--- src/rtl/pgft_pkg.sv ---
// Shared types, constants and helpers of the pulse-group frame transmitter.
`default_nettype none
package pgft_pkg;

  // Slots in one pulse group; the code registers are six bits wide.
  localparam int SLOTS_PER_GROUP = 6;
  localparam int CodeW  = 6;
  localparam int GroupW = SLOTS_PER_GROUP;
  localparam int SlotW  = $clog2(SLOTS_PER_GROUP + 1);

  localparam int FrameW   = 32;
  localparam int GroupCntW = 6;
  // Start group, one group per frame bit, end group.
  localparam logic [GroupCntW-1:0] FrameGroups = GroupCntW'(FrameW + 2);

  localparam int CfgIdxW  = 3;
  localparam int CfgDataW = 8;

  localparam logic [CfgIdxW-1:0] CfgStartCode  = 3'd0;
  localparam logic [CfgIdxW-1:0] CfgZeroCode   = 3'd1;
  localparam logic [CfgIdxW-1:0] CfgOneCode    = 3'd2;
  localparam logic [CfgIdxW-1:0] CfgEndCode    = 3'd3;
  localparam logic [CfgIdxW-1:0] CfgHeaderByte = 3'd4;

  localparam logic [CodeW-1:0] StartCodeRst  = 6'd43;
  localparam logic [CodeW-1:0] ZeroCodeRst   = 6'd47;
  localparam logic [CodeW-1:0] OneCodeRst    = 6'd53;
  localparam logic [CodeW-1:0] EndCodeRst    = 6'd45;
  localparam logic [7:0]       HeaderByteRst = 8'd170;

  typedef enum logic [1:0] {
    PULSE_NONE = 2'd0,
    PULSE_SYNC = 2'd1,
    PULSE_LONG = 2'd2
  } pulse_e;

  typedef struct packed {
    logic [CodeW-1:0] start_code;
    logic [CodeW-1:0] zero_code;
    logic [CodeW-1:0] one_code;
    logic [CodeW-1:0] end_code;
    logic [7:0]       header_byte;
  } cfg_t;

  typedef struct packed {
    pulse_e pulse;
    logic   led_on;
    logic   frame_done;
  } result_t;

  // Fits a six-bit code to the group width: missing high slots are zero,
  // surplus high bits are dropped.
  function automatic logic [GroupW-1:0] fit_code(logic [CodeW-1:0] code);
    logic [CodeW+GroupW-1:0] ext;
    ext = {{GroupW{1'b0}}, code};
    return ext[GroupW-1:0];
  endfunction

endpackage
`default_nettype wire

--- src/rtl/pgft_cfg_regs.sv ---
// Configuration registers of the frame transmitter.
`default_nettype none
module pgft_cfg_regs
  import pgft_pkg::*;
(
  input  wire logic                clk_i,
  input  wire logic                rst_ni,
  input  wire logic                cfg_we_i,
  input  wire logic [CfgIdxW-1:0]  cfg_idx_i,
  input  wire logic [CfgDataW-1:0] cfg_wdata_i,
  output cfg_t                     cfg_o
);

  cfg_t cfg_q, cfg_d;

  always_comb begin
    cfg_d = cfg_q;
    if (cfg_we_i) begin
      case (cfg_idx_i)
        CfgStartCode:  cfg_d.start_code  = cfg_wdata_i[CodeW-1:0];
        CfgZeroCode:   cfg_d.zero_code   = cfg_wdata_i[CodeW-1:0];
        CfgOneCode:    cfg_d.one_code    = cfg_wdata_i[CodeW-1:0];
        CfgEndCode:    cfg_d.end_code    = cfg_wdata_i[CodeW-1:0];
        CfgHeaderByte: cfg_d.header_byte = cfg_wdata_i;
        default: ;
      endcase
    end
  end

  always_ff @(posedge clk_i or negedge rst_ni) begin
    if (!rst_ni) begin
      cfg_q.start_code  <= StartCodeRst;
      cfg_q.zero_code   <= ZeroCodeRst;
      cfg_q.one_code    <= OneCodeRst;
      cfg_q.end_code    <= EndCodeRst;
      cfg_q.header_byte <= HeaderByteRst;
    end else begin
      cfg_q <= cfg_d;
    end
  end

  assign cfg_o = cfg_q;

endmodule
`default_nettype wire

--- src/rtl/pgft_slot_engine.sv ---
// Frame state and per-beat slot sequencing of the frame transmitter.
`default_nettype none
module pgft_slot_engine
  import pgft_pkg::*;
(
  input  wire logic        clk_i,
  input  wire logic        rst_ni,
  input  wire logic        step_i,
  input  wire logic        opcode_i,
  input  wire logic [15:0] level_i,
  input  wire cfg_t        cfg_i,
  output result_t          res_o
);

  logic [FrameW-1:0]    pend_q, pend_d;
  logic [FrameW-1:0]    fshift_q, fshift_d;
  logic [GroupW-1:0]    gshift_q, gshift_d;
  logic [SlotW-1:0]     slots_q, slots_d;
  logic [GroupCntW-1:0] groups_q, groups_d;
  logic                 running_q, running_d;
  logic                 lamp_q, lamp_d;

  logic [7:0]           sum;
  logic [SlotW-1:0]     slots_mid;
  pulse_e               pulse;
  logic                 done;

  assign sum = cfg_i.header_byte + level_i[15:8] + level_i[7:0];

  always_comb begin
    pend_d    = pend_q;
    fshift_d  = fshift_q;
    gshift_d  = gshift_q;
    slots_d   = slots_q;
    groups_d  = groups_q;
    running_d = running_q;
    lamp_d    = lamp_q;
    slots_mid = slots_q;
    pulse     = PULSE_NONE;
    done      = 1'b0;

    if (opcode_i) begin
      pend_d    = {cfg_i.header_byte, level_i, sum};
      groups_d  = FrameGroups;
      running_d = 1'b1;
    end else if (running_q) begin
      // An empty group slot count at the first beat of a frame from idle
      // means the sync pulse goes out before the start group.
      if (slots_q == '0) begin
        pulse = PULSE_SYNC;
      end else begin
        pulse     = gshift_q[GroupW-1] ? PULSE_LONG : PULSE_NONE;
        gshift_d  = gshift_q << 1;
        slots_mid = slots_q - SlotW'(1);
      end
      slots_d = slots_mid;
      if (slots_mid == '0) begin
        if (groups_q == '0) begin
          lamp_d    = 1'b0;
          running_d = 1'b0;
          done      = 1'b1;
        end else begin
          slots_d = SlotW'(SLOTS_PER_GROUP);
          if (groups_q == FrameGroups) begin
            lamp_d   = 1'b1;
            fshift_d = pend_q;
            gshift_d = fit_code(cfg_i.start_code);
          end else if (groups_q == GroupCntW'(1)) begin
            gshift_d = fit_code(cfg_i.end_code);
          end else begin
            gshift_d = fit_code(fshift_q[FrameW-1] ? cfg_i.one_code : cfg_i.zero_code);
            fshift_d = fshift_q << 1;
          end
          groups_d = groups_q - GroupCntW'(1);
        end
      end
    end
  end

  always_ff @(posedge clk_i or negedge rst_ni) begin
    if (!rst_ni) begin
      pend_q    <= '0;
      fshift_q  <= '0;
      gshift_q  <= '0;
      slots_q   <= '0;
      groups_q  <= '0;
      running_q <= 1'b0;
      lamp_q    <= 1'b0;
    end else if (step_i) begin
      pend_q    <= pend_d;
      fshift_q  <= fshift_d;
      gshift_q  <= gshift_d;
      slots_q   <= slots_d;
      groups_q  <= groups_d;
      running_q <= running_d;
      lamp_q    <= lamp_d;
    end
  end

  assign res_o.pulse      = pulse;
  assign res_o.led_on     = lamp_d;
  assign res_o.frame_done = done;

endmodule
`default_nettype wire

--- src/rtl/pulse_group_frame_transmitter_unit.sv ---
// Top level of the pulse-group frame transmitter: beat registers and wiring.
`default_nettype none
// One input beat is taken every clock cycle unless the input side stalls, and
// each gives exactly one result beat: the beat is captured in an input
// register, the slot engine's short logic computes the slot and the new
// frame state from it, and the result register presents it.
// While the result register is stalled, one further beat is held in the
// input register, after which the input side stalls as well. A load beat
// builds the frame and arms the group counter; each tick beat of a running
// frame sends one pulse slot: sync pulse, start group, 32 data groups, end group.
// Configuration writes take effect at the next edge and are meant for idle.
module pulse_group_frame_transmitter_unit
  import pgft_pkg::*;
(
  input  wire logic                clk_i,
  input  wire logic                rst_ni,
  input  wire logic                in_valid_i,
  output      logic                in_stall_o,
  input  wire logic                opcode_i,
  input  wire logic [15:0]         level_i,
  output      logic                out_valid_o,
  input  wire logic                out_stall_i,
  output      logic [1:0]          pulse_o,
  output      logic                led_on_o,
  output      logic                frame_done_o,
  input  wire logic                cfg_we_i,
  input  wire logic [CfgIdxW-1:0]  cfg_idx_i,
  input  wire logic [CfgDataW-1:0] cfg_wdata_i
);

  cfg_t    cfg;
  result_t res;

  logic        in_vld_q;
  logic        opcode_q;
  logic [15:0] level_q;
  logic        out_vld_q;
  result_t     out_q;
  logic        step;
  logic        in_take;

  // The held beat moves on whenever the result register is free or emptying.
  assign step       = in_vld_q && (!out_vld_q || !out_stall_i);
  assign in_stall_o = in_vld_q && !step;
  assign in_take    = in_valid_i && !in_stall_o;

  pgft_cfg_regs u_cfg (
    .clk_i      (clk_i),
    .rst_ni     (rst_ni),
    .cfg_we_i   (cfg_we_i),
    .cfg_idx_i  (cfg_idx_i),
    .cfg_wdata_i(cfg_wdata_i),
    .cfg_o      (cfg)
  );

  pgft_slot_engine u_engine (
    .clk_i   (clk_i),
    .rst_ni  (rst_ni),
    .step_i  (step),
    .opcode_i(opcode_q),
    .level_i (level_q),
    .cfg_i   (cfg),
    .res_o   (res)
  );

  always_ff @(posedge clk_i or negedge rst_ni) begin
    if (!rst_ni) begin
      in_vld_q <= 1'b0;
    end else if (in_take) begin
      in_vld_q <= 1'b1;
    end else if (step) begin
      in_vld_q <= 1'b0;
    end
  end

  always_ff @(posedge clk_i) begin
    if (in_take) begin
      opcode_q <= opcode_i;
      level_q  <= level_i;
    end
  end

  always_ff @(posedge clk_i or negedge rst_ni) begin
    if (!rst_ni) begin
      out_vld_q <= 1'b0;
    end else if (step) begin
      out_vld_q <= 1'b1;
    end else if (!out_stall_i) begin
      out_vld_q <= 1'b0;
    end
  end

  always_ff @(posedge clk_i) begin
    if (step) begin
      out_q <= res;
    end
  end

  assign out_valid_o  = out_vld_q;
  assign pulse_o      = out_q.pulse;
  assign led_on_o     = out_q.led_on;
  assign frame_done_o = out_q.frame_done;

`ifndef SYNTHESIS
  // The lamp goes out on the beat that ends a frame.
  a_done_lamp_off: assert property (@(posedge clk_i) disable iff (!rst_ni)
    out_valid_o && frame_done_o |-> !led_on_o)
    else $error("frame end reported with lamp still on");

  // The last slot of the end group is a data slot, never the sync pulse.
  a_done_not_sync: assert property (@(posedge clk_i) disable iff (!rst_ni)
    out_valid_o && frame_done_o |-> pulse_o != PULSE_SYNC)
    else $error("frame end reported on a sync slot");

  // Input side stalls only while a beat is held and cannot move on.
  a_stall_held: assert property (@(posedge clk_i) disable iff (!rst_ni)
    in_stall_o |-> in_vld_q && out_vld_q && out_stall_i)
    else $error("input stalled without a blocked held beat");

  // A beat that is stepped leaves a result waiting in the next cycle.
  a_step_result: assert property (@(posedge clk_i) disable iff (!rst_ni)
    step |=> out_valid_o)
    else $error("processed beat produced no result");
`endif

endmodule
`default_nettype wire

--- config.mk ---
export PLATFORM = sky130hd
export DESIGN_NAME = pulse_group_frame_transmitter_unit
export DESIGN_NICKNAME = d
export VERILOG_FILES = /design/src/rtl/pgft_pkg.sv /design/src/rtl/pgft_cfg_regs.sv /design/src/rtl/pgft_slot_engine.sv /design/src/rtl/pulse_group_frame_transmitter_unit.sv
export SDC_FILE = /design/constraint.sdc
export NUM_CORES = 1
export LEC_CHECK = 0
export BUFFER_PORTS_ARGS = -buffer_cell sky130_fd_sc_hd__clkbuf_2
export CAP_MARGIN = 20
export CORE_MARGIN = 2
export CORE_UTILIZATION = 65
export DETAILED_ROUTE_END_ITERATION = 16
export GPL_ROUTABILITY_DRIVEN = 0
export PLACE_DENSITY = 0.9
export SKIP_CTS_REPAIR_TIMING = 1
export SYNTH_ARGS = -nofsm -noshare
export SYNTH_HDL_FRONTEND = slang
export SYNTH_SLANG_ARGS = --single-unit
--- constraint.sdc ---
create_clock -name clk_i -period 5.3 [get_ports clk_i]
set_input_delay 0.795 -clock clk_i [delete_from_list [all_inputs] [get_ports clk_i]]
set_output_delay 0.795 -clock clk_i [all_outputs]
set_load 0.03 [all_outputs]
==> impl_metrics.ini, run 1 <==
[timing]
fin_crit_ns = 2.703
max_freq_ghz = 0.3699
finalSetupViolCount = 0
fin_ws_ns = 2.597
tightest_slew_ns = 0.9392
fin_worst_skew_ns = 0.008534
finalHoldViolCount = 0
setup-tns-final_ns = 0
rsz0062_at_grt = no
maxSlewViolCount = 0
fin_crit_sh = 0.5100
slew_headroom = 0.3739

[critical_path]
r2r_start = u_cfg.cfg_o[1]
reg2reg_to = u_engine.pend_q[7]
crit_path_end_kind = register
path_class = register to register
regToRegSetupSlack_ns = 2.60
slowest_stage = dfstp_2
cp-startpoint = u_cfg.cfg_o[1]
crit_path_start_kind = register
endpoint = u_engine.pend_q[7]
reg2reg_depth = 8
critPathRequiredTime_ns = 5.70
path_cells = fa_1 -> ha_1 -> fa_1 -> a211oi_1 -> o21bai_1 -> a21oi_1 -> xnor2_1 -> o21ai_0
path_common_cell = fa_1
slowest_delay_ns = 0.57
cp_max_fo = 3
arrival_ns = 3.10

[yosys]
synth_nets = 557
syn_avg_cell_area_um2 = 12.70
synthFlopType = dfrtp_1
ys_async_sr_fraction = 0.8456
yosysMostFrequentCell = dfrtp_1
ys_seq_area_frac = 0.5523
synth_top_area_cell = dfrtp_1
syn_area_um2 = 6400
synth_top_area_frac = 0.3675
ys_seq_elements = 136
netlist_top_cells_count = dfrtp_1, nand2_1, mux2_2
synth_cell_types = 53
ys_top_cells_by_area = dfrtp_1, edfxtp_1, mux2_2
synth_edf_count = 21
synthCells = 504
yosysWarnings = 0

[clock_tree]
clk_pin_slew_ns = 0.06
clk_latency_ns = 0.54
cts-root-buf = clkbuf_8
cts-buffers-inserted = 17
cts_tree = done
clkSinkCount = 136
htree_levels = 4
clk_path_buf_depth = 2

[placed_design]
port_buffers = 38
hpwlAfterDp_mm = 8.202
dpl_worst_slack_ns = 2.281

[power]
p_leak_nw = 3.001
p_per_area_nw_per_um2 = 505.8
seq_power_share = 0.424
swShare = 0.3322
comb_power_share = 0.278
vdd_drop_max_v = 0.0002207
intPower_w = 0.002424
clockPowerShare = 0.298
power_switching_w = 0.001206

[drt]
viasPerCell = 5.912
detail_route.first_pass.iterations = 5
wl_per_cell_um = 18.86
drtIter0Drc = 292
via_count = 4079
post-route-drc-count = 0
ant_nets = 0
wl_mm = 13.02

[global_route]
grt_pass1_wl_mm = 21.02
grt-ovfl-total = 0
antenna_found_initial = 0
grt_pass1_vias = 4120
track_usage = 0.2680
grt_max_degree = 76

[die]
coreArea_um2 = 9684
core.rowCount = 36
dieArea_um2 = 10660
die_w_um = 103.2
start_util = 0.6609
io_pins = 39
die_h_um = 103.2

[worst_hold_path]
min_path_type = input port to async pin

[status]
outcome = completed

[flow_run]
max-cap-violations = 0

[finish]
syn2layout_area_growth_pct = 12.12
antenna_cells = 0
num-nets-final = 597
drive_above_1_share = 0.3429
fill_cells = 575
## flip-flops by register name (all words and copies together), names as in the netlist, 2 cells and up
name               count
pulse_o                2
u_engine.slots_q       3
u_engine.fshift_q     32
u_engine.gshift_q      6
u_engine.groups_q      6
u_engine.pend_q       32
level_q               16
u_cfg.cfg_o           32
## area by class of cell
class                      instances  area (um^2)  area share
sequential                       136         3535      0.4926
clock buffer                      21        439.2     0.06120
clock inverter                    11        101.3     0.01412
multi-input combinational        333         2659      0.3705
timing repair buffer              42        222.7     0.03104
tap                              133        166.4     0.02319
inverter                          14        52.55    0.007323
## stage by stage
step | hold slack (ns) | std cells | area, um^2 | util | total power [W]
after CTS | 0.4168 | 690 | 7176 | 0.7410 | 0.003625
after detailed placement | 0.4668 | 658 | 6635 | 0.6851 | 0.002518
after global routing | 0.4184 | 690 | 7176 | 0.7410 | 0.003799
after global placement | 0.4613 | 658 | 6635 | 0.6851 | 0.002441
after floorplan | 0.4445 | 504 | 6400 | - | 0.002279
final | 0.3988 | 690 | 7176 | 0.7410 | 0.003630
## cell usage in the layout (no fill, tap or decap), types with 3 or more instances in the layout
| cell type | netlist | layout |
|---|---|---|
| nand2b_1 | 3 | 3 |
| o21ai_2 | 28 | 28 |
| dfrtp_1 | 94 | 94 |
| nor3_1 | 4 | 4 |
| clkbuf_1 | 4 | 3 |
| nand3_1 | 6 | 6 |
| a21oi_1 | 14 | 14 |
| mux2_2 | 55 | 55 |
| clkinv_2 | 0 | 3 |
| clkinvlp_4 | 0 | 4 |
| o21ai_0 | 20 | 20 |
| clkbuf_16 | 0 | 16 |
| nor2b_1 | 6 | 6 |
| inv_1 | 14 | 14 |
| dfstp_2 | 21 | 21 |
| and2_1 | 5 | 5 |
| clkbuf_2 | 0 | 37 |
| nor2_1 | 17 | 17 |
| fa_1 | 8 | 8 |
| a211oi_1 | 7 | 7 |
| o311ai_0 | 3 | 3 |
| xnor2_1 | 9 | 9 |
| ha_1 | 12 | 12 |
| edfxtp_1 | 21 | 21 |
| buf_4 | 1 | 5 |
| o221a_2 | 5 | 5 |
| mux2i_1 | 32 | 32 |
| nand2_1 | 62 | 62 |
## worst min path at each step
stage / slack, ns / cells past startpoint / end
final: 0.40 / 1 / u_engine.pend_q[9]
after CTS: 0.42 / 1 / level_q[10]
after floorplan: 0.44 / 1 / out_valid_o
after global routing: 0.42 / 1 / level_q[1]
after detailed placement: 0.47 / 2 / u_engine.fshift_q[13]
after global placement: 0.46 / 2 / u_engine.fshift_q[30]
## per-layer routing
layer,share of wire,vias to the layer above,wire length (um),track usage
met1,0.43,2025,5552,0.3482
met2,0.50,137,6507,0.4301
met3,0.046,34,605,0.07392
met4,0.027,0,349,0.1123
met5,0,-,0,0
li1,-,1883,-,-
## power by group through the flow
stage          Combinational, W  Sequential, W  Clock, W
2_1_floorplan          0.000792        0.00149         0
3_3_place_gp           0.000917        0.00152         0
3_5_place_dp           0.000977        0.00154         0
4_1_cts                 0.00101        0.00154   0.00108
5_1_grt                 0.00110        0.00157   0.00113
6_report                0.00101        0.00154   0.00108
## logic make-up (layout without fill, tap and decap cells)
family	after synthesis	count (layout)	share of synthesized area
multiplexers	87	87	0.1468
XOR/XNOR	11	11	0.01505
buffers and inverters	35	88	0.03265
flip-flops	136	136	0.5523
AO/OA/AOI/OAI	98	98	0.1189
AND/OR/NAND/NOR	117	117	0.08583
adder cells (fa/ha/maj)	20	20	0.04848
## critical path: cells and delay by family (launching register included)
kind                       cells  cell delay [ns]
AOI/OAI and AO/OA              4             0.73
xor gates and xnor gates       1             0.16
adders and majority gates      3             1.10
DFF                            1             0.57
Note: power is estimated with default switching activity, not from simulation.
==> run 2: changes to the inputs <==
--- a/config.mk
+++ b/config.mk
@@ -8,10 +8,10 @@
 export BUFFER_PORTS_ARGS = -buffer_cell sky130_fd_sc_hd__clkbuf_2
 export CAP_MARGIN = 20
 export CORE_MARGIN = 2
-export CORE_UTILIZATION = 65
+export CORE_UTILIZATION = 55
 export DETAILED_ROUTE_END_ITERATION = 16
 export GPL_ROUTABILITY_DRIVEN = 0
-export PLACE_DENSITY = 0.9
+export PLACE_DENSITY = 0.82
 export SKIP_CTS_REPAIR_TIMING = 1
 export SYNTH_ARGS = -nofsm -noshare
 export SYNTH_HDL_FRONTEND = slang
==> constraint.sdc (replaced) <==
create_clock -name clk_i -period 2.3 [get_ports clk_i]
set_input_delay 0.345 -clock clk_i [delete_from_list [all_inputs] [get_ports clk_i]]
set_output_delay 0.345 -clock clk_i [all_outputs]
set_load 0.03 [all_outputs]
==> run 2 against run 1 <==
The flow now finishes with violations (setup timing). Clock skew down 0.00095 ns. Design area up 5.7%. Clock-buffer cell count down 1. Sequential power up 130%. Register-to-register slack worse by 2.7 ns. Combinational power up 150%. Worst setup slack worse by 2.7 ns. Via count up 0.32%. Global-route usage down 5.5 points.
==> impl_metrics.ini, run 2 (same netlist as run 1, synthesis figures left out) <==
[clock_tree]
clk_latency_ns = 0.42
htree_levels = 4
cts_tree = done
cts-root-buf = clkbuf_16
clk_path_buf_depth = 2
clkSinkCount = 136
cts-buffers-inserted = 17
clk_pin_slew_ns = 0.06

[global_route]
track_usage = 0.2135
grt_pass1_wl_mm = 20.83
grt-ovfl-total = 0
grt_max_degree = 116
grt_pass1_vias = 4260
antenna_found_initial = 0

[power]
p_per_area_nw_per_um2 = 1230
vdd_drop_max_v = 0.0007328
p_leak_nw = 3.182

[critical_path]
path_cells = fa_1 -> ha_1 -> a21oi_1 -> o21ai_0 -> a21oi_1 -> xor2_1 -> o21ai_0
slowest_stage = fa_1
crit_path_end_kind = register
critPathRequiredTime_ns = 2.59
slowest_delay_ns = 0.54
path_class = register to register
cp_max_fo = 2
arrival_ns = 2.69
crit_path_start_kind = register

[timing]
rsz0062_at_grt = yes
max_freq_ghz = 0.4160
tightest_slew_ns = 0.6071
maxSlewViolCount = 0
finalSetupViolCount = 2
fin_worst_skew_ns = 0.007584
finalHoldViolCount = 0
fin_crit_ns = 2.404
fin_crit_sh = 1.045
slew_headroom = 0.5953
fin_ws_ns = -0.1036

[finish]
design_area_um2 = 7584
final_common_cell = dfrtp_1
syn2layout_area_growth_pct = 18.49
final_cell_mix = dfrtp_1, nand2_1, mux2_2, clkbuf_2, mux2i_1
fill_cells = 769
num-nets-final = 612
antenna_cells = 0
drive_above_1_share = 0.3776

[die]
io_pins = 39
die_w_um = 111.9
dieArea_um2 = 12510
start_util = 0.5629
core.rowCount = 39
coreArea_um2 = 11370
die_h_um = 111.9

[drt]
post-route-drc-count = 0
via_count = 4092
ant_nets = 0
wl_mm = 12.67
wl_per_cell_um = 17.72
drtIter0Drc = 187
detail_route.first_pass.iterations = 4
viasPerCell = 5.723

[status]
violations = setup timing
outcome = finished with violations

[placed_design]
port_buffers = 38
placed_area_um2 = 6798
dpl_worst_slack_ns = -0.07634
hpwlAfterDp_mm = 8.013

[worst_hold_path]
min_path_type = input port to async pin

[flow_run]
max-cap-violations = 0
-- run 2: cell count changes in the layout (fill, tap and decap cells not counted), moves of 3 or more --
cell,before,now
buf_12,0,4
buf_4,5,15
bufinv_16,1,8
ha_1,12,9
-- run 2: area by class of cell --
class	instances	area, um^2	share of cell area
clock buffers	20	446.7	0.05890
clock inverters	12	269.0	0.03547
inverters	14	52.55	0.006930
multi-input cells	333	2713	0.3577
flip-flops and latches	136	3535	0.4661
well taps	143	178.9	0.02359
repair buffers	57	389.1	0.05131
-- run 2: metrics by stage --
step           total power, W  hold WS (ns)  utilization  instances  setup TNS (ns)
6_report             0.009325       0.01188       0.6670        715         -0.1822
5_1_grt              0.009780       0.04462       0.6670        715         -0.3491
4_1_cts              0.009260       0.03377       0.6608        713         -0.1690
3_5_place_dp         0.005892        0.4657       0.5979        681        -0.07634
3_3_place_gp         0.005745        0.4522       0.5979        681        -0.06001
2_1_floorplan        0.005255       0.04941            -        504               0
-- run 2: report_power, final --
group	switching [W]	internal [W]
Clock	0.00101	0.00228
Combinational	0.00133	0.00119
Sequential	0.000420	0.00311
-- run 2: layer usage --
| layer | part of all wire | global-route usage | wire (um) |
|---|---|---|---|
| met2 | 0.52 | 0.3608 | 6629 |
| met4 | 0.021 | 0.09218 | 262 |
| met5 | 0 | 0 | 0 |
| met3 | 0.036 | 0.05661 | 459 |
| met1 | 0.42 | 0.2595 | 5316 |
-- run 2: worst paths after layout --
check                                       endpoint            startpoint  slack [ns]  depth (start not counted)
worst max-delay path              u_engine.pend_q[6]            level_q[2]       -0.10                          7
worst min-delay path            u_engine.gshift_q[2]                rst_ni        0.01                          2
worst max register to register    u_engine.pend_q[6]            level_q[2]       -0.10                          7
worst min register to register  u_engine.fshift_q[9]  u_engine.fshift_q[9]        0.48                          2
max in group asynchronous        u_engine.pend_q[13]                rst_ni        1.85                          2
min in group clk_i                        level_q[0]            level_i[0]        0.10                          1
-- run 2: worst max-delay path, delay by kind of cell, from the launching register on --
family                     cells  cell delay [ns]
adders and majority gates      2             0.86
DFF                            1             0.44
AOI/OAI and AO/OA              4             0.79
xor gates and xnor gates       1             0.17
